File: src/hdl/nsf_pkg.sv
// ----------------------------------------------------------------------------
// nsf_pkg: shared types and constants of the NMEA sentence framer
// Holds the character constants, the header pattern table and the record
// that the front end hands to the back end for each received byte.
// ----------------------------------------------------------------------------
package nsf_pkg;

  localparam int NUM_TYPES = 4;
  localparam int PAT_LEN   = 4;
  localparam int QDEPTH    = 2;

  localparam logic [7:0] MAX_BODY_LEN = 8'd128;

  localparam logic [7:0] CH_STAR   = 8'h2A;  // '*'
  localparam logic [7:0] CH_DOLLAR = 8'h24;  // '$'
  localparam logic [7:0] CH_ZERO   = 8'h30;  // '0'
  localparam logic [7:0] CH_NINE   = 8'h39;  // '9'
  localparam logic [7:0] CH_A      = 8'h41;  // 'A'
  localparam logic [7:0] HEX_ALPHA = 8'd10;

  // Header patterns in type order: "RMC,", "GGA,", "GSA,", "GSV,".
  localparam logic [7:0] PATTERN [NUM_TYPES][PAT_LEN] = '{
    '{8'h52, 8'h4D, 8'h43, 8'h2C},
    '{8'h47, 8'h47, 8'h41, 8'h2C},
    '{8'h47, 8'h53, 8'h41, 8'h2C},
    '{8'h47, 8'h53, 8'h56, 8'h2C}
  };

  typedef enum logic [1:0] {
    CAUSE_MATCH    = 2'd0,
    CAUSE_MISMATCH = 2'd1,
    CAUSE_OVERFLOW = 2'd2
  } end_cause_t;

  // Classified byte as it travels through the queue.
  typedef struct packed {
    logic [7:0]                            data;
    logic                                  is_star;
    logic                                  is_dollar;
    logic [7:0]                            hex_val;
    logic [NUM_TYPES-1:0][PAT_LEN-1:0]     hit;
  } byte_class_t;

endpackage

File: src/hdl/nsf_front.sv
// ----------------------------------------------------------------------------
// nsf_front: byte classifier and queue
// Accepts received bytes, precomputes the character compares and the hex
// digit value, and holds the results in a short queue for the back end.
// ----------------------------------------------------------------------------
module nsf_front
  import nsf_pkg::*;
(
  input  logic        clk,
  input  logic        rst_n,
  input  logic        in_tvalid,
  output logic        in_tready,
  input  logic [7:0]  in_byte,
  output logic        q_valid,
  output byte_class_t q_item,
  input  logic        q_pop
);

  localparam int PW = $clog2(QDEPTH);
  localparam int CW = $clog2(QDEPTH + 1);

  byte_class_t    mem_r [QDEPTH];
  logic [PW-1:0]  wr_ptr_r, wr_ptr_nxt;
  logic [PW-1:0]  rd_ptr_r, rd_ptr_nxt;
  logic [CW-1:0]  count_r, count_nxt;
  byte_class_t    cls;
  logic           push;

  always_comb begin
    cls.data      = in_byte;
    cls.is_star   = (in_byte == CH_STAR);
    cls.is_dollar = (in_byte == CH_DOLLAR);
    if (in_byte >= CH_ZERO && in_byte <= CH_NINE) begin
      cls.hex_val = in_byte - CH_ZERO;
    end else begin
      // Anything else decodes as a letter digit, wrapping modulo 256.
      cls.hex_val = in_byte - CH_A + HEX_ALPHA;
    end
    for (int i = 0; i < NUM_TYPES; i++) begin
      for (int p = 0; p < PAT_LEN; p++) begin
        cls.hit[i][p] = (in_byte == PATTERN[i][p]);
      end
    end
  end

  assign in_tready = (count_r != CW'(QDEPTH));
  assign push      = in_tvalid && in_tready;
  assign q_valid   = (count_r != '0);
  assign q_item    = mem_r[rd_ptr_r];

  always_comb begin
    wr_ptr_nxt = wr_ptr_r;
    rd_ptr_nxt = rd_ptr_r;
    count_nxt  = count_r;
    if (push) begin
      wr_ptr_nxt = (wr_ptr_r == PW'(QDEPTH - 1)) ? '0 : wr_ptr_r + 1'b1;
    end
    if (q_pop) begin
      rd_ptr_nxt = (rd_ptr_r == PW'(QDEPTH - 1)) ? '0 : rd_ptr_r + 1'b1;
    end
    if (push && !q_pop) begin
      count_nxt = count_r + 1'b1;
    end else if (!push && q_pop) begin
      count_nxt = count_r - 1'b1;
    end
  end

  always_ff @(posedge clk) begin
    if (!rst_n) begin
      wr_ptr_r <= '0;
      rd_ptr_r <= '0;
      count_r  <= '0;
    end else begin
      wr_ptr_r <= wr_ptr_nxt;
      rd_ptr_r <= rd_ptr_nxt;
      count_r  <= count_nxt;
    end
  end

  always_ff @(posedge clk) begin
    if (push) begin
      mem_r[wr_ptr_r] <= cls;
    end
  end

endmodule

File: src/hdl/nsf_back.sv
// ----------------------------------------------------------------------------
// nsf_back: sentence framing engine and result register
// Applies one classified byte per cycle, when no result stalls, to the
// checksum, header matcher and capture state; holds the result until taken.
// ----------------------------------------------------------------------------
module nsf_back
  import nsf_pkg::*;
(
  input  logic        clk,
  input  logic        rst_n,
  input  logic        q_valid,
  input  byte_class_t q_item,
  output logic        q_pop,
  output logic        out_tvalid,
  input  logic        out_tready,
  output logic [23:0] out_tdata,
  output logic [2:0]  out_tuser,
  output logic        out_tlast
);

  logic [2:0]  prog_r [NUM_TYPES];
  logic [2:0]  prog_nxt [NUM_TYPES];
  logic        capt_r, capt_nxt;
  logic [1:0]  type_r, type_nxt;
  logic [7:0]  len_r, len_nxt;
  logic        sum_r, sum_nxt;
  logic [7:0]  xor_r, xor_nxt;
  logic [1:0]  phase_r, phase_nxt;
  logic [7:0]  rxsum_r, rxsum_nxt;

  logic        ov_r;
  logic        o_cap_r, o_cap_nxt;
  logic [1:0]  o_type_r, o_type_nxt;
  logic [6:0]  o_idx_r, o_idx_nxt;
  logic [7:0]  o_val_r, o_val_nxt;
  logic        o_end_r, o_end_nxt;
  end_cause_t  o_cause_r, o_cause_nxt;
  logic        o_ok_r, o_ok_nxt;

  logic        fire;

  assign fire  = q_valid && (!ov_r || out_tready);
  assign q_pop = fire;

  always_comb begin
    logic       done;
    logic       checked;
    logic       match;
    logic [2:0] p;
    logic [7:0] c;

    c           = q_item.data;
    done        = 1'b0;
    checked     = 1'b0;
    match       = 1'b0;
    p           = '0;
    for (int i = 0; i < NUM_TYPES; i++) begin
      prog_nxt[i] = prog_r[i];
    end
    capt_nxt    = capt_r;
    type_nxt    = type_r;
    len_nxt     = len_r;
    phase_nxt   = phase_r;
    rxsum_nxt   = rxsum_r;
    o_cap_nxt   = 1'b0;
    o_type_nxt  = '0;
    o_idx_nxt   = '0;
    o_val_nxt   = '0;
    o_end_nxt   = 1'b0;
    o_cause_nxt = CAUSE_MATCH;
    o_ok_nxt    = 1'b0;

    // Checksum window: a star closes it before the XOR, a dollar reopens it.
    sum_nxt = q_item.is_star ? 1'b0 : sum_r;
    xor_nxt = xor_r;
    if (q_item.is_dollar) begin
      sum_nxt   = 1'b1;
      xor_nxt   = '0;
      phase_nxt = '0;
    end else if (sum_nxt) begin
      xor_nxt = xor_r ^ c;
    end

    if (!capt_r) begin
      // The first matcher to complete wins and later ones keep their progress.
      for (int i = 0; i < NUM_TYPES; i++) begin
        if (!done) begin
          p = prog_r[i];
          if (!p[2] && q_item.hit[i][p[1:0]]) begin
            prog_nxt[i] = p + 3'd1;
            if (p == 3'(PAT_LEN - 1)) begin
              type_nxt = 2'(i);
              capt_nxt = 1'b1;
              len_nxt  = '0;
              done     = 1'b1;
            end
          end else begin
            prog_nxt[i] = '0;
          end
        end
      end
    end else begin
      if (len_r == '0) begin
        phase_nxt = '0;
        rxsum_nxt = '0;
      end
      if (q_item.is_star) begin
        rxsum_nxt = '0;
        phase_nxt = 2'd1;
      end else if (phase_nxt != '0) begin
        rxsum_nxt = rxsum_nxt | q_item.hex_val;
        if (phase_nxt == 2'd1) begin
          rxsum_nxt = {rxsum_nxt[3:0], 4'h0};
          phase_nxt = 2'd2;
        end else begin
          checked   = 1'b1;
          phase_nxt = 2'd3;
        end
      end
      match = (rxsum_nxt == xor_nxt);

      o_type_nxt = type_r;
      if (!checked) begin
        o_cap_nxt = 1'b1;
        o_idx_nxt = len_r[6:0];
        o_val_nxt = c;
      end
      len_nxt = len_r + 8'd1;
      if (checked) begin
        o_end_nxt   = 1'b1;
        o_cause_nxt = match ? CAUSE_MATCH : CAUSE_MISMATCH;
        o_ok_nxt    = match;
      end else if (len_nxt >= MAX_BODY_LEN) begin
        o_end_nxt   = 1'b1;
        o_cause_nxt = CAUSE_OVERFLOW;
      end
      if (o_end_nxt) begin
        capt_nxt = 1'b0;
        for (int i = 0; i < NUM_TYPES; i++) begin
          prog_nxt[i] = '0;
        end
      end
    end
  end

  always_ff @(posedge clk) begin
    if (!rst_n) begin
      for (int i = 0; i < NUM_TYPES; i++) begin
        prog_r[i] <= '0;
      end
      capt_r  <= 1'b0;
      type_r  <= '0;
      len_r   <= '0;
      sum_r   <= 1'b0;
      xor_r   <= '0;
      phase_r <= '0;
      rxsum_r <= '0;
      ov_r    <= 1'b0;
    end else begin
      if (fire) begin
        for (int i = 0; i < NUM_TYPES; i++) begin
          prog_r[i] <= prog_nxt[i];
        end
        capt_r  <= capt_nxt;
        type_r  <= type_nxt;
        len_r   <= len_nxt;
        sum_r   <= sum_nxt;
        xor_r   <= xor_nxt;
        phase_r <= phase_nxt;
        rxsum_r <= rxsum_nxt;
        ov_r    <= 1'b1;
      end else if (out_tready) begin
        ov_r <= 1'b0;
      end
    end
  end

  always_ff @(posedge clk) begin
    if (fire) begin
      o_cap_r   <= o_cap_nxt;
      o_type_r  <= o_type_nxt;
      o_idx_r   <= o_idx_nxt;
      o_val_r   <= o_val_nxt;
      o_end_r   <= o_end_nxt;
      o_cause_r <= o_cause_nxt;
      o_ok_r    <= o_ok_nxt;
    end
  end

  assign out_tvalid = ov_r;
  assign out_tdata  = {6'd0, o_ok_r, o_cause_r, o_val_r, o_idx_r};
  assign out_tuser  = {o_type_r, o_cap_r};
  assign out_tlast  = o_end_r;

endmodule

File: src/hdl/nmea_sentence_framer_top.sv
// ----------------------------------------------------------------------------
// nmea_sentence_framer_top: NMEA 0183 sentence framer with checksum check
// Takes one received byte per beat and returns one result beat per byte.
// ----------------------------------------------------------------------------
// Usage:
//   The in_ channel carries one received byte per beat. The out_ channel
//   returns exactly one beat per input byte, in order. A beat with
//   out_tuser[0] set carries a sentence body byte with its index; out_tlast
//   marks the beat on which capture of an RMC, GGA, GSA or GSV sentence
//   ends, with the end cause and the checksum-good flag in out_tdata.
//   An accepted byte is written into the queue, then applied by the
//   framing engine and held in the result register that drives its beat.
//   Throughput: one byte per cycle while the receiver is ready; the
//   back-end per-byte state update is combinational compares and an XOR.
//   A two-entry queue sits between the classifier and the framing engine,
//   and the result register is separate, so input is still taken while a
//   result waits. When the receiver stalls, the queue fills after two more
//   bytes and in_tready drops until results drain.
//   Reset (rst_n low, synchronous) empties the queue and the result
//   register and clears checksum, matcher and capture state.
// ----------------------------------------------------------------------------
module nmea_sentence_framer_top
  import nsf_pkg::*;
(
  input  logic        clk,
  input  logic        rst_n,
  input  logic        in_tvalid,
  output logic        in_tready,
  input  logic [7:0]  in_tdata,   // [7:0] byte_in
  output logic        out_tvalid,
  input  logic        out_tready,
  output logic [23:0] out_tdata,  // [6:0] byte_index, [14:7] byte_value,
                                  // [16:15] end_cause, [17] sentence_ok
  output logic [2:0]  out_tuser,  // [0] capture_valid, [2:1] sentence_type
  output logic        out_tlast   // sentence_end
);

  logic        q_valid;
  byte_class_t q_item;
  logic        q_pop;

  nsf_front u_front (
    .clk       (clk),
    .rst_n     (rst_n),
    .in_tvalid (in_tvalid),
    .in_tready (in_tready),
    .in_byte   (in_tdata),
    .q_valid   (q_valid),
    .q_item    (q_item),
    .q_pop     (q_pop)
  );

  nsf_back u_back (
    .clk        (clk),
    .rst_n      (rst_n),
    .q_valid    (q_valid),
    .q_item     (q_item),
    .q_pop      (q_pop),
    .out_tvalid (out_tvalid),
    .out_tready (out_tready),
    .out_tdata  (out_tdata),
    .out_tuser  (out_tuser),
    .out_tlast  (out_tlast)
  );

endmodule

File: config.mk
export PLATFORM = sky130hd
export DESIGN_NAME = nmea_sentence_framer_top
export DESIGN_NICKNAME = d
export VERILOG_FILES = /design/src/hdl/nsf_pkg.sv /design/src/hdl/nsf_front.sv /design/src/hdl/nsf_back.sv /design/src/hdl/nmea_sentence_framer_top.sv
export SDC_FILE = /design/constraint.sdc
export NUM_CORES = 1
export LEC_CHECK = 0
export BUFFER_PORTS_ARGS = -buffer_cell sky130_fd_sc_hd__buf_4
export CAP_MARGIN = 20
export CORE_MARGIN = 5
export CORE_UTILIZATION = 55
export CTS_CLUSTER_SIZE = 30
export DETAILED_ROUTE_END_ITERATION = 8
export HOLD_SLACK_MARGIN = 0.08
export PLACE_DENSITY_LB_ADDON = 0.12
export SLEW_MARGIN = 20
export SYNTH_ARGS = -nofsm -noshare
export SYNTH_HDL_FRONTEND = slang
export SYNTH_SLANG_ARGS = --single-unit
File: constraint.sdc
create_clock -name clk -period 2.8 [get_ports clk]
set_clock_uncertainty 0.05 [all_clocks]
set_input_delay 0.14 -clock clk [delete_from_list [all_inputs] [get_ports clk]]
set_output_delay 0.14 -clock clk [all_outputs]
set_load 0.05 [all_outputs]
==> flow_summary_export.csv, run 1 <==
group,metric,value,unit
layout,fill_cells,858,
global_routing,grt_pass1_wl,21490,um
worst_setup_path,r2r_cells,8,
floorplanning,top_level_ports,42,
place,place_congestion,0.8860,
detailed_routing,vias,4324,
layout,final_cell_mix,"edfxtp_1 (86), nand2_1 (61), buf_4 (48)",
worst_setup_path,slowest_delay,0.46,ns
timing,rsz0062_at_grt,"no",
clock_network,h-tree-depth,4,
worst_setup_path,arrival,2.86,ns
layout,syn_to_final_growth,16.98,%
detailed_routing,drt-initial-drc-count,368,
place,dpl.hpwl,8947,um
synthesis,synth_top_area_cell,"edfxtp_1",
timing,post-route-period-util,93.63,%
timing,fmax,381.5,MHz
clock_network,cts_tree,"done",
clock_network,clkLatencyLatePin,0.53,ns
synthesis,ys_seq_elements,122,
timing,final-hold-violation-count,0,
pwr,peakVddDrop,636.2,uV
synthesis,ys_top_cells_by_area,"edfxtp_1 (42%), dfxtp_1 (12%), ha_1 (4.1%), mux2i_1 (3.8%), nand2_1 (3.8%)",
detailed_routing,postRouteAntennaNets,0,
pwr,seq_power_share,39.0,%
floorplanning,die_x,115.1,um
worst_setup_path,r2r_setup_slack,0.18,ns
floorplanning,start_util,56.07,%
global_routing,antenna_found_initial,0,
global_routing,grt_pass1_vias,4328,
worst_setup_path,critical_path.top_delay_family,"simple AND/OR/NAND/NOR gates",
timing,tightest_slew,0.6675,ns
synthesis,synth_area,6078,um^2
clock_network,cts_made_buffers,17,
detailed_routing,drt_wl_total,12800,um
worst_setup_path,critical_path_class,"reg -> reg",
synthesis,avgSynthCellArea,10.83,um^2
detailed_routing,drc,0,
run_status,status,"complete, no violations",
worst_setup_path,cp-end-kind,"flip-flop",
timing,slew_headroom,55.34,%
pwr,p_sw,2369,uW
floorplanning,die_area,13250,um^2
pwr,internal-power,4259,uW
floorplanning,rows,38,
worst_setup_path,path_buf_inv,1,
worst_setup_path,crit_chain,"buf_4 -> mux2_2 -> or4_1 -> o211ai_1 -> xor2_1 -> nor3_1 -> nand4_1 -> nor2b_1",
detailed_routing,dr.pass1.iters,4,
synthesis,synth_cell_types,60,
pwr,p_leak,0.002638,uW
timing,fin_tns_setup,0,ns
worst_setup_path,cp-start-kind,"flip-flop",
clock_network,clock-sinks,122,
timing,period_minus_slack,2.622,ns
synthesis,synthDominantCellAreaShare,42.49,%
worst_setup_path,cp.required,3.03,ns
timing,report.final.setup_viol,0,
worst_setup_path,crit_fanout,18,
hold_path,min_to,"u_front.mem_r[0][33]",
layout,diodes,0,
synthesis,synth_edf_count,86,
job,maxCapViolations,0,
worst_setup_path,worstSetupPathDepth,8,
synthesis,yosysSeqAreaShare,54.34,%
clock_network,cts_buffer_depth,2,
global_routing,track_usage,20.94,%
floorplanning,die_y,115.1,um
pwr,powerDensity,932.1,nW/um^2
pwr,share_comb_of_total_power,32.9,%
place,portBuffers,35,
layout,final_common_cell,"edfxtp_1",
global_routing,grt_overflow,0,
floorplanning,coreArea,10840,um^2
timing,drv_slew,0,
worst_setup_path,reg2reg_to,"u_back.o_cause_r[0]",
synthesis,syn_inst,561,
hold_path,hold_path.class,"in -> reg",
detailed_routing,wl_per_cell,16.76,um
layout,fin_nets,643,
worst_setup_path,cp_slowest_cell,"dfxtp_1",
clock_network,postCtsResizedCells,0,
synthesis,async_flop_share,0,%
layout,fin_util,65.59,%
pwr,switching_share,35.75,%
clock_network,cts-root-buf,"clkbuf_8",
clock_network,post-cts-setup-buffers,0,
pwr,clkPwrFrac,28.0,%
clock_network,cts_hold_buf,12,
hold_path,holdCritStartpoint,"in_tdata[7]",
synthesis,yosys_warnings,0,
hold_path,hold_depth,2,
clock_network,clkTransAtPathRegs,0.06,ns
detailed_routing,routed_via_density,5.660,
global_routing,grt_max_degree,38,
synthesis,ys.flop_type,"edfxtp_1",
layout,drive_gt1_share,14.42,%
-- layout make-up --
class	count	area, um^2	share of cell area [%]
sequential	122	3303	46.45
multi-input combinational	388	2549	35.84
timing repair buffer	61	500.5	7.039
clock buffer	29	489.2	6.880
tap	140	175.2	2.463
inverter	21	78.83	1.109
clock inverter	3	15.01	0.2112
-- per-layer routing --
metal | global-route usage, % | part of all wire [%] | up-vias
met5 | 0 | 0 | -
met4 | 6.729 | 1.3 | 0
met3 | 5.895 | 4.7 | 14
met2 | 34.03 | 48 | 105
met1 | 27.27 | 46 | 2072
li1 | - | - | 2133
-- metrics by stage --
stage | hold slack, ns | std cells | setup slack (ns) | power [uW] | instance area, um^2
6_report | 0.3366 | 764 | 0.1785 | 6628 | 7111
5_1_grt | 0.3296 | 764 | 0.007784 | 6959 | 7111
3_3_place_gp | 0.3139 | 720 | 0.2916 | 4715 | 6486
2_1_floorplan | 0.1889 | 566 | 0.1630 | 4141 | 6097
3_5_place_dp | 0.3182 | 720 | 0.2196 | 4785 | 6486
4_1_cts | 0.3094 | 764 | 0.1832 | 6670 | 7111
-- cell usage after synthesis (4+ instances only) --
library cell  count
a21oi_1          19
nor3_1            7
o211ai_1          6
clkbuf_1         18
a22oi_1           4
xnor2_1           9
nand2b_1          5
o21ai_0          28
mux2i_1          23
and3_1            7
o31a_1            5
nand3_1          10
xor2_1            7
buf_2             6
nor3b_1           4
buf_4             8
o31ai_1           4
nor2b_1          15
or4_1             5
nand2_1          61
and2_1           15
inv_1            21
edfxtp_1         86
dfxtp_1          36
o22ai_1           4
a31oi_1           6
mux2_2            8
a211oi_1          8
ha_1             20
nor2_1           48
a21boi_0         12
nor4_1            5
-- sequential cells by signal, summed over array words and instances, names as in the netlist, named ones only --
| register | cells |
|---|---|
| u_back.o_cap_r | 1 |
| u_front.rd_ptr_r | 1 |
| u_back.o_ok_r | 1 |
| u_back.len_r | 8 |
| u_front.mem_r | 52 |
| u_back.prog_r | 12 |
| u_back.o_val_r | 8 |
| u_back.sum_r | 1 |
| u_back.phase_r | 2 |
| u_back.type_r | 2 |
| u_front.count_r | 2 |
| u_front.wr_ptr_r | 1 |
| u_back.out_tvalid | 1 |
| u_back.out_tlast | 1 |
| u_back.o_type_r | 2 |
| u_back.o_cause_r | 2 |
| u_back.o_idx_r | 7 |
| u_back.rxsum_r | 8 |
| u_back.xor_r | 8 |
| u_back.capt_r | 1 |
-- cells by family (layout without fill, tap and decap cells) --
kind of cell	count (synthesis)	count (layout)	share of synthesized area [%]
adder cells (fa/ha/maj)	20	20	4.117
AND/OR/NAND/NOR	193	193	15.44
other	1	6	0.06169
flip-flops	122	122	54.34
XOR/XNOR	16	16	2.306
buffers and inverters	56	114	4.076
multiplexers	35	35	6.237
AO/OA/AOI/OAI	118	118	13.42
-- worst max-delay path by stage --
stage,from,end
floorplan,u_front.count_r[0],u_front.mem_r[0][0]
global placement,flip-flop,u_back.o_cause_r[0]
detailed placement,u_back.len_r[0],u_back.prog_r[1][0]
CTS,flip-flop,u_back.o_cause_r[0]
global route,u_back.len_r[1],u_back.prog_r[3][2]
finish,flip-flop,u_back.o_cause_r[0]
-- power by group through the flow --
stage	clock network, uW	logic (uW)	registers (uW)
6_report	1860	2180	2590
2_1_floorplan	0	1140	3000
5_1_grt	1980	2350	2630
3_3_place_gp	0	2110	2600
3_5_place_dp	0	2160	2630
4_1_cts	1890	2190	2590
Note: power is estimated with default switching activity, not from simulation.
==> run 2, diff against run 1 <==
--- a/config.mk
+++ b/config.mk
@@ -11,9 +11,11 @@
 export CORE_UTILIZATION = 55
 export CTS_CLUSTER_SIZE = 30
 export DETAILED_ROUTE_END_ITERATION = 8
+export GPL_TIMING_DRIVEN = 1
 export HOLD_SLACK_MARGIN = 0.08
 export PLACE_DENSITY_LB_ADDON = 0.12
-export SLEW_MARGIN = 20
+export REMOVE_ABC_BUFFERS = 1
+export SLEW_MARGIN = 25
 export SYNTH_ARGS = -nofsm -noshare
 export SYNTH_HDL_FRONTEND = slang
 export SYNTH_SLANG_ARGS = --single-unit
==> flow_summary_export.csv, run 2 (same netlist as run 1, synthesis figures left out) <==
group,metric,value,unit
run_status,status,"complete, no violations",
global_routing,antenna_found_initial,0,
pwr,p_leak,0.002654,uW
worst_setup_path,cp-start-kind,"flip-flop",
detailed_routing,dr.pass1.iters,5,
timing,report.final.setup_viol,0,
detailed_routing,routed.top_layer,"met4",
floorplanning,top_level_ports,42,
floorplanning,rows,38,
clock_network,h-tree-depth,4,
timing,fin_tns_setup,0,ns
global_routing,grt_max_degree,38,
worst_setup_path,arrival,2.88,ns
detailed_routing,postRouteAntennaNets,0,
pwr,peakVddDrop,713.6,uV
pwr,switching_share,35.50,%
pwr,clkPwrFrac,28.4,%
worst_setup_path,crit_fanout,5,
clock_network,clkLatencyLatePin,0.52,ns
layout,fin_nets,644,
layout,finalNonFillerCells,765,
layout,final_common_cell,"edfxtp_1",
floorplanning,die_x,115.1,um
clock_network,clock-sinks,122,
pwr,powerDensity,931.7,nW/um^2
hold_path,hold_path.class,"in -> reg",
detailed_routing,routed_via_density,5.603,
layout,final_cell_area,7142,um^2
worst_setup_path,cp-end-kind,"flip-flop",
clock_network,cts-root-buf,"clkbuf_8",
floorplanning,coreArea,10840,um^2
place,place_congestion,0.8974,
timing,fmax,376.2,MHz
layout,diodes,0,
global_routing,grt_pass1_wl,20400,um
layout,largest-register,"u_front.mem_r",
timing,period_minus_slack,2.658,ns
detailed_routing,vias,4286,
floorplanning,start_util,56.07,%
timing,rsz0062_at_grt,"no",
timing,final-hold-violation-count,0,
place,place_inst,720,
place,portBuffers,35,
floorplanning,die_area,13250,um^2
timing,tightest_slew,0.6799,ns
layout,syn_to_final_growth,17.50,%
place,dpl.hpwl,8670,um
job,maxCapViolations,0,
pwr,p_sw,2362,uW
clock_network,cts_buffer_depth,2,
worst_setup_path,cp.required,3.02,ns
global_routing,grt_pass1_vias,4119,
pwr,seq_power_share,39.0,%
timing,slew_headroom,54.51,%
timing,post-route-period-util,94.93,%
floorplanning,die_y,115.1,um
global_routing,grt_overflow,0,
layout,drive_gt1_share,15.52,%
worst_setup_path,critical_path_class,"reg -> reg",
pwr,share_comb_of_total_power,32.6,%
timing,drv_slew,0,
detailed_routing,drt_wl_total,12280,um
global_routing,track_usage,19.88,%
detailed_routing,drc,0,
detailed_routing,met2_length,5610,um
layout,largest_register_ffs,52,
clock_network,clkTransAtPathRegs,0.06,ns
detailed_routing,wl_met3,594,um
detailed_routing,wl_met1,5921,um
layout,final_cell_mix,"edfxtp_1 (86), nand2_1 (61), buf_4 (49)",
pwr,internal-power,4292,uW
detailed_routing,wl_per_cell,16.05,um
timing,timing.hold.ws,0.2040,ns
place,placed_cell_area,6486,um^2
clock_network,cts_made_buffers,17,
clock_network,cts_tree,"done",
layout,reg_top3,"u_front.mem_r x52, u_back.prog_r x12",
detailed_routing,drt-initial-drc-count,291,
[run 2: through the flow]
step / setup WS [ns] / util, % / power [uW]
global placement: 0.1982 / 59.83 / 4720
global route: 0.02477 / 65.88 / 6997
CTS: 0.09128 / 65.72 / 6704
detailed placement: 0.1468 / 59.83 / 4774
floorplan: -0.9654 / - / 4062
finish: 0.1421 / 65.88 / 6654
[run 2: worst paths after layout]
kind	to	cells after the start	slack [ns]	from
max reg2reg	u_back.o_cause_r[0]	9	0.14	u_back.len_r[0]
max	u_back.o_cause_r[0]	9	0.14	u_back.len_r[0]
min reg2reg	u_back.rxsum_r[1]	2	0.43	u_back.rxsum_r[1]
min	u_front.count_r[1]	6	0.20	in_tvalid
[run 2: repair_timing]
item                                    CTS  global route
hold buffers                             12             0
hold endpoints to repair                 84             0
buffers inserted                          0             1
endpoints found under the setup margin    0            10
gates resized for setup                   0             3
[run 2: cell type report]
class / count / area (um^2)
clock buffer: 21 / 439.2
inverter: 21 / 78.83
clock inverter: 11 / 78.83
sequential: 122 / 3304
fill: 831 / 3699
multi-input combinational: 388 / 2557
tap: 140 / 175.2
timing repair buffer: 62 / 508.0
[run 2: metal layers]
metal	track usage [%]	vias up
met1	26.84	2041
met5	0	-
met4	6.416	0
met2	30.71	100
met3	6.263	9
li1	-	2136
[run 2: worst max-delay path: stages, from the launching register on]
cell      delay, ns
dfxtp_1        0.34
inv_1          0.08
ha_1           0.16
or4b_4         0.49
o41a_1         0.48
buf_4          0.18
o211ai_1       0.11
xor2_1         0.21
nand4_1        0.14
nor2b_1        0.16
[run 2: power groups by stage]
| stage | clock network, uW | logic, uW | registers (uW) |
|---|---|---|---|
| after floorplan | 0 | 938 | 3120 |
| after global placement | 0 | 2100 | 2620 |
| after detailed placement | 0 | 2140 | 2630 |
| after CTS | 1940 | 2170 | 2590 |
| after global routing | 2020 | 2340 | 2630 |
| final | 1890 | 2170 | 2590 |
==> run 3, diff against run 2 <==
==> constraint.sdc (replaced) <==
create_clock -name clk -period 2.95 [get_ports clk]
set_clock_uncertainty 0.05 [all_clocks]
set_input_delay 0.1475 -clock clk [delete_from_list [all_inputs] [get_ports clk]]
set_output_delay 0.1475 -clock clk [all_outputs]
set_load 0.05 [all_outputs]
==> flow_summary_export.csv, run 3 (same netlist as run 1, synthesis figures left out) <==
group,metric,value,unit
layout,seq_area,3303,um^2
detailed_routing,vias,4287,
pwr,p_leak,0.002646,uW
timing,period_minus_slack,2.689,ns
worst_setup_path,critical_path_class,"reg -> reg",
worst_setup_path,crit_fanout,21,
detailed_routing,routed.top_layer,"met4",
worst_setup_path,arrival,2.85,ns
detailed_routing,wl_per_cell,16.09,um
place,placed_cell_area,6479,um^2
job,maxCapViolations,0,
run_status,status,"complete, no violations",
clock_network,h-tree-depth,4,
layout,fin_nets,642,
layout,final_cell_area,7148,um^2
layout,syn_to_final_growth,17.60,%
timing,report.final.setup_viol,0,
detailed_routing,routed_via_density,5.619,
floorplanning,coreArea,10840,um^2
global_routing,grt_pass1_vias,4324,
clock_network,clkTransAtPathRegs,0.06,ns
clock_network,cts_buffer_depth,2,
global_routing,grt_pass1_wl,20760,um
timing,rsz0062_at_grt,"no",
clock_network,cts_made_buffers,17,
clock_network,cts_tree,"done",
clock_network,postCtsResizedCells,0,
timing,final-hold-violation-count,0,
worst_setup_path,cp-start-kind,"flip-flop",
worst_setup_path,cp.required,3.11,ns
layout,largest_register_ffs,52,
hold_path,holdCritStartpoint,"in_tdata[7]",
global_routing,grt_max_degree,38,
clock_network,cts-root-buf,"clkbuf_8",
floorplanning,die_y,115.1,um
floorplanning,die_x,115.1,um
floorplanning,start_util,56.07,%
layout,diodes,0,
layout,final_common_cell,"edfxtp_1",
clock_network,post-cts-setup-buffers,0,
place,portBuffers,35,
global_routing,grt_overflow,0,
detailed_routing,postRouteAntennaNets,0,
detailed_routing,wl_met1,5572,um
worst_setup_path,r2r_cells,8,
layout,reg_top3,"u_front.mem_r x52, u_back.prog_r x12",
layout,fin_util,65.94,%
timing,fin_tns_setup,0,ns
worst_setup_path,reg2reg_to,"u_back.prog_r[1][2]",
place,dpl.hpwl,8706,um
floorplanning,die_area,13250,um^2
layout,final_cell_mix,"edfxtp_1 (86), nand2_1 (61), nor2_1 (47), buf_4 (47), dfxtp_1 (36)",
detailed_routing,dr.pass1.iters,4,
detailed_routing,drt_wl_total,12280,um
clock_network,cts_hold_buf,12,
layout,largest-register,"u_front.mem_r",
timing,drv_slew,0,
floorplanning,top_level_ports,42,
layout,drive_gt1_share,15.25,%
global_routing,track_usage,20.50,%
pwr,peakVddDrop,644.2,uV
detailed_routing,drt-initial-drc-count,283,
place,place_congestion,0.8724,
clock_network,clkLatencyLatePin,0.53,ns
timing,post-route-period-util,91.14,%
detailed_routing,drc,0,
worst_setup_path,r2r_setup_slack,0.26,ns
worst_setup_path,cp-end-kind,"flip-flop",
layout,fill_cells,849,
detailed_routing,wl_met3,635,um
timing,tightest_slew,0.6019,ns
global_routing,antenna_found_initial,0,
clock_network,clock-sinks,122,
hold_path,min_to,"u_front.mem_r[1][33]",
floorplanning,rows,38,
timing,slew_headroom,59.72,%
layout,multi_input_area,2549,um^2
hold_path,hold_path.class,"in -> reg",
detailed_routing,met2_length,5823,um
hold_path,hold_depth,2,
pwr,powerDensity,894.3,nW/um^2
timing,fmax,371.9,MHz
run 3: cell types whose count changed in the layout (fill, tap and decap cells not counted), sizes merged:
cell      previous run  this run
buf                 50        48
bufinv               1         2
clkbuf              21        18
clkinv               9         8
clkinvlp             1         4
run 3: worst max-delay path by stage:
stage | start | end | slack [ns] | depth (start not counted)
final | flip-flop | u_back.prog_r[1][2] | 0.26 | 8
after detailed placement | flip-flop | u_back.prog_r[1][0] | 0.27 | 8
after global placement | flip-flop | u_back.o_cause_r[0] | 0.38 | 7
after global routing | flip-flop | u_back.prog_r[1][0] | 0.03 | 8
after floorplan | flip-flop | u_back.prog_r[1][0] | -0.82 | 7
after CTS | flip-flop | u_back.prog_r[1][0] | 0.24 | 8
run 3: routing by layer:
metal  track usage [%]  vias up
met4             9.624        0
met2             32.02      105
met1             26.25     2030
li1                  -     2129
met3             6.158       23
met5                 0        -
run 3: metrics by stage:
step           hold slack [ns]  total power (uW)  std cells  worst slack, ns
2_1_floorplan           0.1964              3855        531          -0.8154
3_3_place_gp            0.3235              4464        719           0.3757
3_5_place_dp            0.3280              4518        719           0.2683
4_1_cts                 0.3122              6446        763           0.2368
5_1_grt                 0.3374              6725        763          0.03135
6_report                0.3458              6393        763           0.2613
run 3: final cells by class:
class | count | share of cell area (%)
multi-input combinational | 388 | 35.66
sequential | 122 | 46.21
clock inverter | 14 | 1.838
tap | 140 | 2.451
inverter | 21 | 1.103
clock buffer | 18 | 5.846
timing repair buffer | 60 | 6.897
run 3: critical path, cell delays in order (launching register included):
cell and delay [ns]:
dfxtp_1 0.56, buf_12 0.23, mux2i_1 0.27, nand2_1 0.16, o21ai_0 0.30, inv_1 0.16, a21oi_1 0.21, nor2_1 0.12
a31oi_1 0.30
run 3: power breakdown:
part	switching [uW]	total [uW]	leakage, uW	internal (uW)
logic	1360	2040	0.00125	682
registers	201	2460	0.00113	2250
clock network	712	1900	0.000261	1180
total	2270	6390	0.00265	4120
